<file path="config.mk">
export PLATFORM = sky130hd
export DESIGN_NAME = led_brightness_effect_generator_flat
export DESIGN_NICKNAME = d
export VERILOG_FILES = /design/src/hdl/leb_pkg.sv /design/src/hdl/leb_channels.sv /design/src/hdl/leb_update.sv /design/src/hdl/led_brightness_effect_generator.sv /design/src/flat_wrapper.sv
export SDC_FILE = /design/constraint.sdc
export NUM_CORES = 1
export LEC_CHECK = 0
export BUFFER_PORTS_ARGS = -buffer_cell sky130_fd_sc_hd__buf_2
export CAP_MARGIN = 20
export CORE_MARGIN = 2
export CORE_UTILIZATION = 64
export CTS_CLUSTER_SIZE = 16
export DETAILED_ROUTE_END_ITERATION = 7
export PLACE_DENSITY = 0.9
export SYNTH_ARGS = -nofsm -noshare
export SYNTH_HDL_FRONTEND = slang
export SYNTH_HIERARCHICAL = 1
export SYNTH_SLANG_ARGS = --single-unit
</file>
<file path="constraint.sdc">
create_clock -name clock -period 7.9 [get_ports clock]
set_clock_uncertainty 0.15 [all_clocks]
set_input_delay 1.58 -clock clock [delete_from_list [all_inputs] [get_ports clock]]
set_output_delay 1.58 -clock clock [all_outputs]
set_load 0.01 [all_outputs]
</file>
<file path="src/hdl/leb_pkg.sv">
// shared types and constants for the led brightness effect generator
package leb_pkg;

   typedef enum logic [2:0] {
      ACT_TICK      = 3'd0,
      ACT_OFF       = 3'd1,
      ACT_ON        = 3'd2,
      ACT_BREATH    = 3'd3,
      ACT_FADE_DOWN = 3'd4,
      ACT_FADE_UP   = 3'd5,
      ACT_BLINK     = 3'd6,
      ACT_DIM       = 3'd7
   } action_type;

   localparam logic [7:0]  LEVEL_MAX       = 8'd255;
   localparam logic [7:0]  LEVEL_RESET     = 8'd125;
   localparam logic [7:0]  FADE_STEP_RESET = 8'd5;
   localparam logic [32:0] DELAY_RESET     = 33'd30;
   localparam logic [32:0] DELAY_ONOFF     = 33'd10;
   localparam logic [32:0] DELAY_DIM       = 33'd1000;

   typedef struct packed {
      action_type  action;
      logic [15:0] step_delay;
      logic [7:0]  dim_level;
   } req_word_type;

   typedef struct packed {
      action_type mode;
      logic [7:0] level;
      logic       going_down;
   } led_state_type;

   // clamp a delay value to the largest value of a bits-wide counter
   function automatic logic [31:0] fit_delay(logic [32:0] v, int bits);
      logic [32:0] lim;
      lim = (33'd1 << bits) - 33'd1;
      if (v > lim) begin
         return lim[31:0];
      end
      return v[31:0];
   endfunction

endpackage

</file>
<file path="src/hdl/leb_channels.sv">
// valid/ready channel interfaces for request and response words
interface leb_req_if;
   logic                 valid;
   logic                 ready;
   leb_pkg::action_type  action;
   logic [15:0]          step_delay;
   logic [7:0]           dim_level;

   modport source (output valid, action, step_delay, dim_level, input ready);
   modport sink   (input valid, action, step_delay, dim_level, output ready);
endinterface

interface leb_rsp_if;
   logic       valid;
   logic       ready;
   logic [7:0] brightness;

   modport source (output valid, brightness, input ready);
   modport sink   (input valid, brightness, output ready);
endinterface

</file>
<file path="src/hdl/leb_update.sv">
// next-state logic for one word: tick stepping and mode commands
module leb_update #(
   parameter int DELAY_BITS = 16
) (
   input  leb_pkg::req_word_type  word,
   input  logic [7:0]             fade_step,
   input  leb_pkg::led_state_type state_cur,
   input  logic [DELAY_BITS-1:0]  delay_cur,
   input  logic [DELAY_BITS-1:0]  elapsed_cur,
   output leb_pkg::led_state_type state_nxt,
   output logic [DELAY_BITS-1:0]  delay_nxt,
   output logic [DELAY_BITS-1:0]  elapsed_nxt
);
   import leb_pkg::*;

   localparam logic [DELAY_BITS-1:0] DelayMax = {DELAY_BITS{1'b1}};

   logic [DELAY_BITS-1:0] sd_fit;
   logic [DELAY_BITS-1:0] onoff_fit;
   logic [DELAY_BITS-1:0] dim_fit;
   logic [DELAY_BITS-1:0] elapsed_inc;
   logic [8:0]            up_sum;
   logic [7:0]            lvl_down;
   logic [7:0]            lvl_up;
   logic [7:0]            lvl_breath;

   assign sd_fit    = DELAY_BITS'(fit_delay({17'd0, word.step_delay}, DELAY_BITS));
   assign onoff_fit = DELAY_BITS'(fit_delay(DELAY_ONOFF, DELAY_BITS));
   assign dim_fit   = DELAY_BITS'(fit_delay(DELAY_DIM, DELAY_BITS));

   assign elapsed_inc = (elapsed_cur != DelayMax) ? elapsed_cur + 1'b1 : elapsed_cur;

   assign lvl_down   = (state_cur.level > fade_step) ? state_cur.level - fade_step : 8'd0;
   assign up_sum     = {1'b0, state_cur.level} + {1'b0, fade_step};
   assign lvl_up     = up_sum[8] ? LEVEL_MAX : up_sum[7:0];
   assign lvl_breath = state_cur.going_down ? lvl_down : lvl_up;

   always_comb begin
      state_nxt   = state_cur;
      delay_nxt   = delay_cur;
      elapsed_nxt = elapsed_cur;
      case (word.action)
         ACT_TICK: begin
            elapsed_nxt = elapsed_inc;
            if (elapsed_inc > delay_cur) begin
               elapsed_nxt = '0;
               case (state_cur.mode)
                  ACT_OFF: state_nxt.level = 8'd0;
                  ACT_ON:  state_nxt.level = LEVEL_MAX;
                  ACT_BREATH: begin
                     state_nxt.level = lvl_breath;
                     if (lvl_breath == 8'd0) begin
                        state_nxt.going_down = 1'b0;
                     end else if (lvl_breath == LEVEL_MAX) begin
                        state_nxt.going_down = 1'b1;
                     end
                  end
                  ACT_FADE_DOWN: state_nxt.level = (lvl_down == 8'd0) ? LEVEL_MAX : lvl_down;
                  ACT_FADE_UP:   state_nxt.level = (lvl_up == LEVEL_MAX) ? 8'd0 : lvl_up;
                  ACT_BLINK:
                     state_nxt.level = (state_cur.level == LEVEL_MAX) ? 8'd0 : LEVEL_MAX;
                  default: ;
               endcase
            end
         end
         ACT_OFF, ACT_ON: begin
            state_nxt.mode = word.action;
            delay_nxt      = onoff_fit;
         end
         ACT_BREATH: begin
            if (state_cur.level == 8'd0) begin
               state_nxt.going_down = 1'b0;
            end else if (state_cur.level == LEVEL_MAX) begin
               state_nxt.going_down = 1'b1;
            end
            state_nxt.mode = word.action;
            delay_nxt      = sd_fit;
         end
         ACT_FADE_DOWN: begin
            if (state_cur.level == 8'd0) begin
               state_nxt.level = LEVEL_MAX;
            end
            state_nxt.going_down = 1'b1;
            state_nxt.mode       = word.action;
            delay_nxt            = sd_fit;
         end
         ACT_FADE_UP: begin
            if (state_cur.level == LEVEL_MAX) begin
               state_nxt.level = 8'd0;
            end
            state_nxt.going_down = 1'b0;
            state_nxt.mode       = word.action;
            delay_nxt            = sd_fit;
         end
         ACT_BLINK: begin
            state_nxt.mode = word.action;
            delay_nxt      = sd_fit;
         end
         default: begin
            state_nxt.mode  = ACT_DIM;
            state_nxt.level = word.dim_level;
            delay_nxt       = dim_fit;
         end
      endcase
   end

endmodule

</file>
<file path="src/hdl/led_brightness_effect_generator.sv">
// top level: input register, effect state update and response register
//
//   channel   | direction | contents
//   req_ch    | in        | action, step_delay, dim_level
//   rsp_ch    | out       | brightness, one word per request
//   csr_*     | in        | fade_step write, no read-back
//
// one request per cycle sustained while rsp_ch.ready is high; rsp valid rises as a word
// moves from the input register to the response register, and the effect state (mode,
// level, direction, delay, elapsed) updates in that same move.
// reset is synchronous; after it req_ch.ready is high and fade_step is 5.
// a stalled response holds its word; the input register still fills, then ready drops.
module led_brightness_effect_generator #(
   parameter int DELAY_BITS = 16
) (
   input  logic       clock,
   input  logic       reset,
   leb_req_if.sink    req_ch,
   leb_rsp_if.source  rsp_ch,
   input  logic       csr_we,
   input  logic [7:0] csr_wdata
);
   import leb_pkg::*;

   req_word_type          word_ff,       word_in;
   logic                  word_valid_ff, word_valid_in;
   led_state_type         state_ff,      state_in;
   logic [DELAY_BITS-1:0] delay_ff,      delay_in;
   logic [DELAY_BITS-1:0] elapsed_ff,    elapsed_in;
   logic [7:0]            fade_step_ff,  fade_step_in;
   logic                  rsp_valid_ff,  rsp_valid_in;
   logic [7:0]            bright_ff,     bright_in;

   led_state_type         state_upd;
   logic [DELAY_BITS-1:0] delay_upd;
   logic [DELAY_BITS-1:0] elapsed_upd;
   logic                  advance;
   logic                  take_req;

   leb_update #(.DELAY_BITS(DELAY_BITS)) u_update (
      .word        (word_ff),
      .fade_step   (fade_step_ff),
      .state_cur   (state_ff),
      .delay_cur   (delay_ff),
      .elapsed_cur (elapsed_ff),
      .state_nxt   (state_upd),
      .delay_nxt   (delay_upd),
      .elapsed_nxt (elapsed_upd)
   );

   // input word moves on when the response slot is empty or being drained
   assign advance       = word_valid_ff && (!rsp_valid_ff || rsp_ch.ready);
   assign req_ch.ready  = !word_valid_ff || advance;
   assign take_req      = req_ch.valid && req_ch.ready;
   assign rsp_ch.valid  = rsp_valid_ff;
   assign rsp_ch.brightness = bright_ff;

   always_comb begin
      word_in       = take_req ? req_word_type'{action: req_ch.action,
                                                step_delay: req_ch.step_delay,
                                                dim_level: req_ch.dim_level} : word_ff;
      word_valid_in = take_req || (word_valid_ff && !advance);
      state_in      = advance ? state_upd : state_ff;
      delay_in      = advance ? delay_upd : delay_ff;
      elapsed_in    = advance ? elapsed_upd : elapsed_ff;
      bright_in     = advance ? state_upd.level : bright_ff;
      rsp_valid_in  = advance || (rsp_valid_ff && !rsp_ch.ready);
      fade_step_in  = csr_we ? csr_wdata : fade_step_ff;
   end

   always_ff @(posedge clock) begin
      if (reset) begin
         word_valid_ff <= 1'b0;
         rsp_valid_ff  <= 1'b0;
         state_ff      <= '{mode: ACT_OFF, level: LEVEL_RESET, going_down: 1'b0};
         delay_ff      <= DELAY_BITS'(fit_delay(DELAY_RESET, DELAY_BITS));
         elapsed_ff    <= '0;
         fade_step_ff  <= FADE_STEP_RESET;
      end else begin
         word_valid_ff <= word_valid_in;
         rsp_valid_ff  <= rsp_valid_in;
         state_ff      <= state_in;
         delay_ff      <= delay_in;
         elapsed_ff    <= elapsed_in;
         fade_step_ff  <= fade_step_in;
      end
   end

   always_ff @(posedge clock) begin
      word_ff   <= word_in;
      bright_ff <= bright_in;
   end

endmodule

</file>
<file path="src/flat_wrapper.sv">
// flat-port wrapper written by rule: the top's interface ports become plain ports
module led_brightness_effect_generator_flat import leb_pkg::*;
#(
   parameter int DELAY_BITS = 16
)
  (clock, reset, csr_we, csr_wdata, req_ch_valid, req_ch_action, req_ch_step_delay, req_ch_dim_level, req_ch_ready, rsp_ch_valid, rsp_ch_brightness, rsp_ch_ready);
  leb_req_if req_ch_i ();
  leb_rsp_if rsp_ch_i ();
  input  logic clock;
  input  logic reset;
  input  logic csr_we;
  input  logic [7:0] csr_wdata;
  input wire logic [$bits(req_ch_i.valid)-1:0] req_ch_valid;
  input wire logic [$bits(req_ch_i.action)-1:0] req_ch_action;
  input wire logic [$bits(req_ch_i.step_delay)-1:0] req_ch_step_delay;
  input wire logic [$bits(req_ch_i.dim_level)-1:0] req_ch_dim_level;
  output wire logic [$bits(req_ch_i.ready)-1:0] req_ch_ready;
  output wire logic [$bits(rsp_ch_i.valid)-1:0] rsp_ch_valid;
  output wire logic [$bits(rsp_ch_i.brightness)-1:0] rsp_ch_brightness;
  input wire logic [$bits(rsp_ch_i.ready)-1:0] rsp_ch_ready;
  assign req_ch_i.valid = req_ch_valid;
  assign req_ch_i.action = req_ch_action;
  assign req_ch_i.step_delay = req_ch_step_delay;
  assign req_ch_i.dim_level = req_ch_dim_level;
  assign req_ch_ready = req_ch_i.ready;
  assign rsp_ch_valid = rsp_ch_i.valid;
  assign rsp_ch_brightness = rsp_ch_i.brightness;
  assign rsp_ch_i.ready = rsp_ch_ready;
  led_brightness_effect_generator #(.DELAY_BITS(DELAY_BITS)) u_core (.clock(clock), .reset(reset), .req_ch(req_ch_i), .rsp_ch(rsp_ch_i), .csr_we(csr_we), .csr_wdata(csr_wdata));
endmodule
</file>
==> results.txt <==
The number of failing hold endpoints at the final stage came out at 0. The port buffer count came out at 49. The worst endpoint required time is 8.04 ns. For this configuration, the core starts out at a cell density of 0.660. The first detailed-routing pass took 6 iterations.

The flow ran to the end, and the final reports show no timing, DRC or antenna violations. The via count of the routed design is 5674. The number of global-route vias before repair came out at 5192.

Of the total power, registers draw 0.488. In this run, synthesis inferred 35 flip-flops with an integrated enable. Among all flip-flop cells after synthesis, the most frequent one is sky130_fd_sc_hd__dfxtp_1.

The highest ir drop seen on vdd came out at 0.113 mV. The placeable core region is 0.00982 mm2. The initial antenna violation count came out at 0.

Entering global routing, the biggest net connects 99 pins. The die is 105 um tall. The share of layout cells above drive strength 1 came out at 0.119. The x dimension of the die came out at 105 um.

The top cell type's share of synthesized area came out at 0.167. The clock tree synthesis step divided the H-tree into 3 levels. During I/O placement, the number of pins put on the boundary was 50.

At the end of routability-driven placement, the weighted congestion stood at 0.996. Setup repair after global routing left no endpoint under its margin. The total of fill cells in the finished design came out at 794. After clock tree synthesis, the clock-pin slew on the worst setup and hold paths is 0.11 ns. Wire segments on met2 add up to 6920 um in the final route.

The final period utilization is 0.694. The later-pin clock latency in the skew report is 0.37 ns. The worst flop-to-flop path startpoint is u_core/elapsed_ff[0]. The final wirelength came out at 15600 um. The number of design-rule violations left by the first detailed-router iteration is 530. The slew of the pin with the lowest slew margin came out at 0.918 ns. The leakage power of the design is 2.65 nW. The CTS tree is built.

The flip-flop and latch count after synthesis came out at 89. The switching component of the power came out at 351 uW. The area taken by multi-input logic gates came out at 0.00392 mm2. The post-CTS setup repair buffer count came out at 0.

The tree is rooted in a sky130_fd_sc_hd__clkbuf_8. The net count reported at finish is 842. The sort of element at the start of the critical path is a register. Of the total power, the share spent switching nets is 0.330.

No sink is reached through more buffers than the 2 on the longest clock path. The source of the worst hold timing path is u_core/delay_ff[11]. The worst setup path is of the reg2reg kind. The number of resized instances in the post-cts repair step came out at 0. Setup violations remaining at the end of the flow were counted as 0. The number of sinks on the clock net came out at 89. After global routing the overflow that remains totals 0.

The worst slew margin relative to its limit came out at 0.384. After synthesis the cells add up to 0.00648 mm2. The internal power summed over all cells came out at 711 uW. The part of the power in combinational logic is 0.217. The remaining antenna violation count after routing came out at 0.

In this run the worst hold path is classified as reg2reg. The worst setup timing slack at the placement stage is 2.62 ns. The post-placement cell area came out at 0.00664 mm2. The final standard cell area without fillers is 0.00683 mm2. The first-pass GRT wire length is 25700 um. The area growth from synthesis to final layout came out at 5.51%. The number of max-cap violations is 0.

For this run, asynchronously set or reset flops after synthesis account for 0. The count of antenna diodes in the layout is 0. Counting distinct cell types in the post-synthesis netlist gives 71. The post-synthesis cell type with the largest combined area is sky130_fd_sc_hd__dfxtp_1. The detailed-route DRC error count is 0. The number of warnings printed during yosys synthesis is 6.

In this run the worst path has a maximum fanout of 18. The average detailed-routed wire length per instance is 17.3 um. Synthesis produced a netlist with a net count of 824.

The final critical path time including I/O delays and setup came out at 5.48 ns. Detailed placement ended at an HPWL of 11400 um. The instance count of the mapped netlist came out at 749. The floorplan row count is 36. The met3 routed wirelength came out at 1310 um. Routed signal wires occupy layers up through met4. The sequential cell area fraction in the yosys report is 0.329. The vias per cell came out at 6.27. The fmax is 182 MHz. The hold-fix buffer count after cts is 0. The worst path setup slack after routing came out at 2.42 ns. The count of final max-slew check failures came to 0. The combined global-route utilization of all metal layers came out at 0.293. The wire length on met1 came out at 7060 um. The average footprint of a synthesized cell came out at 8.65 um2. The number of clock buffers inserted by TritonCTS is 9. The data arrival at the endpoint of the critical path came out at 5.62 ns. In the final timing run, aggregate negative setup slack is 0 ns. Tracing the worst setup path back leads to its startpoint at u_core/elapsed_ff[0]. The overall die area is 0.0109 mm2.

The share of total power in the clock network is 0.294. STA classifies the critical path endpoint as a register. The register area came out at 0.00213 mm2. The total power per unit cell area came out at 155 mW/mm2.

Yosys attributes the largest share of cell area to sky130_fd_sc_hd__dfxtp_1 (17%), sky130_fd_sc_hd__edfxtp_1 (16%), sky130_fd_sc_hd__mux2i_1 (8.2%).
## registers in the layout (all words and copies together), names as in the netlist
register and flops:
u_core/word_ff 27, u_core/delay_ff 16, u_core/elapsed_ff 16, u_core/state_ff 12, u_core/fade_step_ff 8, u_core/rsp_ch.brightness 8, u_core/rsp_ch.valid 1, u_core/word_valid_ff 1
## cell type report
class | instances | share of cell area
Clock buffer | 9 | 0.0181
Clock inverter | 7 | 0.0103
Inverter | 40 | 0.0220
Multi-Input combinational cell | 574 | 0.573
Sequential cell | 89 | 0.312
Tap cell | 133 | 0.0244
Timing Repair Buffer | 53 | 0.0403
## critical path, stage by stage, from the launching register on
cell and delay [ns]:
sky130_fd_sc_hd__dfxtp_1 0.46, sky130_fd_sc_hd__ha_1 0.24, sky130_fd_sc_hd__nand2_1 0.10, sky130_fd_sc_hd__nor4_1 0.57
sky130_fd_sc_hd__nand3_1 0.43, sky130_fd_sc_hd__nand2_1 0.35, sky130_fd_sc_hd__nor2_1 0.11, sky130_fd_sc_hd__xnor2_1 0.15
sky130_fd_sc_hd__ha_1 0.33, sky130_fd_sc_hd__nand4_1 0.13, sky130_fd_sc_hd__nor4_1 0.38, sky130_fd_sc_hd__a21boi_0 0.22
sky130_fd_sc_hd__o41a_1 0.59, sky130_fd_sc_hd__and3_1 0.45, sky130_fd_sc_hd__o21a_1 0.16, sky130_fd_sc_hd__o22ai_1 0.07
sky130_fd_sc_hd__a31oi_1 0.23, sky130_fd_sc_hd__nor2_1 0.09, sky130_fd_sc_hd__mux2i_1 0.17
## kinds of logic (layout without fill, tap and decap cells)
| group | count (synthesis) | after routing | synth area share |
|---|---|---|---|
| mux | 54 | 54 | 0.0837 |
| fa+ha+maj | 35 | 35 | 0.0699 |
| compound gates | 174 | 174 | 0.191 |
| simple gates | 290 | 290 | 0.230 |
| flops | 89 | 89 | 0.329 |
| xor+xnor | 21 | 21 | 0.0284 |
| buf+inv | 86 | 109 | 0.0686 |
## power groups by stage
stage	Sequential, mW	Combinational, mW	Clock, mW
3_3_place_gp	0.526	0.217	0
5_1_grt	0.521	0.250	0.337
6_report	0.518	0.231	0.313
4_1_cts	0.518	0.224	0.317
3_5_place_dp	0.528	0.223	0
2_1_floorplan	0.519	0.180	0
## synth_stat cells, types with 14 or more instances
cell / count
sky130_fd_sc_hd__ha_1: 33
sky130_fd_sc_hd__nand2b_1: 74
sky130_fd_sc_hd__nor2_1: 73
sky130_fd_sc_hd__nand3_1: 18
sky130_fd_sc_hd__dfxtp_1: 54
sky130_fd_sc_hd__xnor2_1: 14
sky130_fd_sc_hd__nand2_1: 64
sky130_fd_sc_hd__clkbuf_1: 27
sky130_fd_sc_hd__edfxtp_1: 35
sky130_fd_sc_hd__inv_1: 40
sky130_fd_sc_hd__mux2i_1: 53
sky130_fd_sc_hd__o21ai_0: 41
sky130_fd_sc_hd__a21oi_1: 32
## final timing paths
check	to	slack [ns]	cells after the start
worst max-delay path	u_core/state_ff[7]	2.42	18
worst min-delay path	u_core/delay_ff[11]	0.34	2
worst max register to register	u_core/state_ff[7]	2.42	18
worst min register to register	u_core/delay_ff[11]	0.34	2
## placed cells by master (no fill, tap or decap), drive strengths merged, types with 4 or more instances in the layout
master   n
xor2     7
a22o     5
a211oi  11
dfxtp   54
clkbuf   9
nand3   18
o31ai   11
inv     44
and3     6
a21o     6
nand2b  74
a311oi   4
nor2b   15
nor3     7
and2     5
o41ai    5
o21ai   46
nor2    73
a21oi   33
a22oi    7
xnor2   14
edfxtp  35
o21a     6
ha      33
a31oi   11
mux2i   53
buf     53
nand4   10
nand2   64
## stage by stage
stage	util	hold slack [ns]	total power [mW]	cells
2_1_floorplan	-	0.297	0.700	749
3_3_place_gp	0.676	0.309	0.744	889
3_5_place_dp	0.676	0.317	0.751	889
4_1_cts	0.696	0.334	1.06	905
5_1_grt	0.696	0.362	1.11	905
6_report	0.696	0.336	1.06	905
## per-layer routing
layer  global-route usage  vias to the layer above
met2                0.449                      277
met5                    0                        -
li1                     -                     2700
met4               0.0990                        0
met3               0.0462                       30
met1                0.424                     2667
Power figures use the tool's default switching activity.
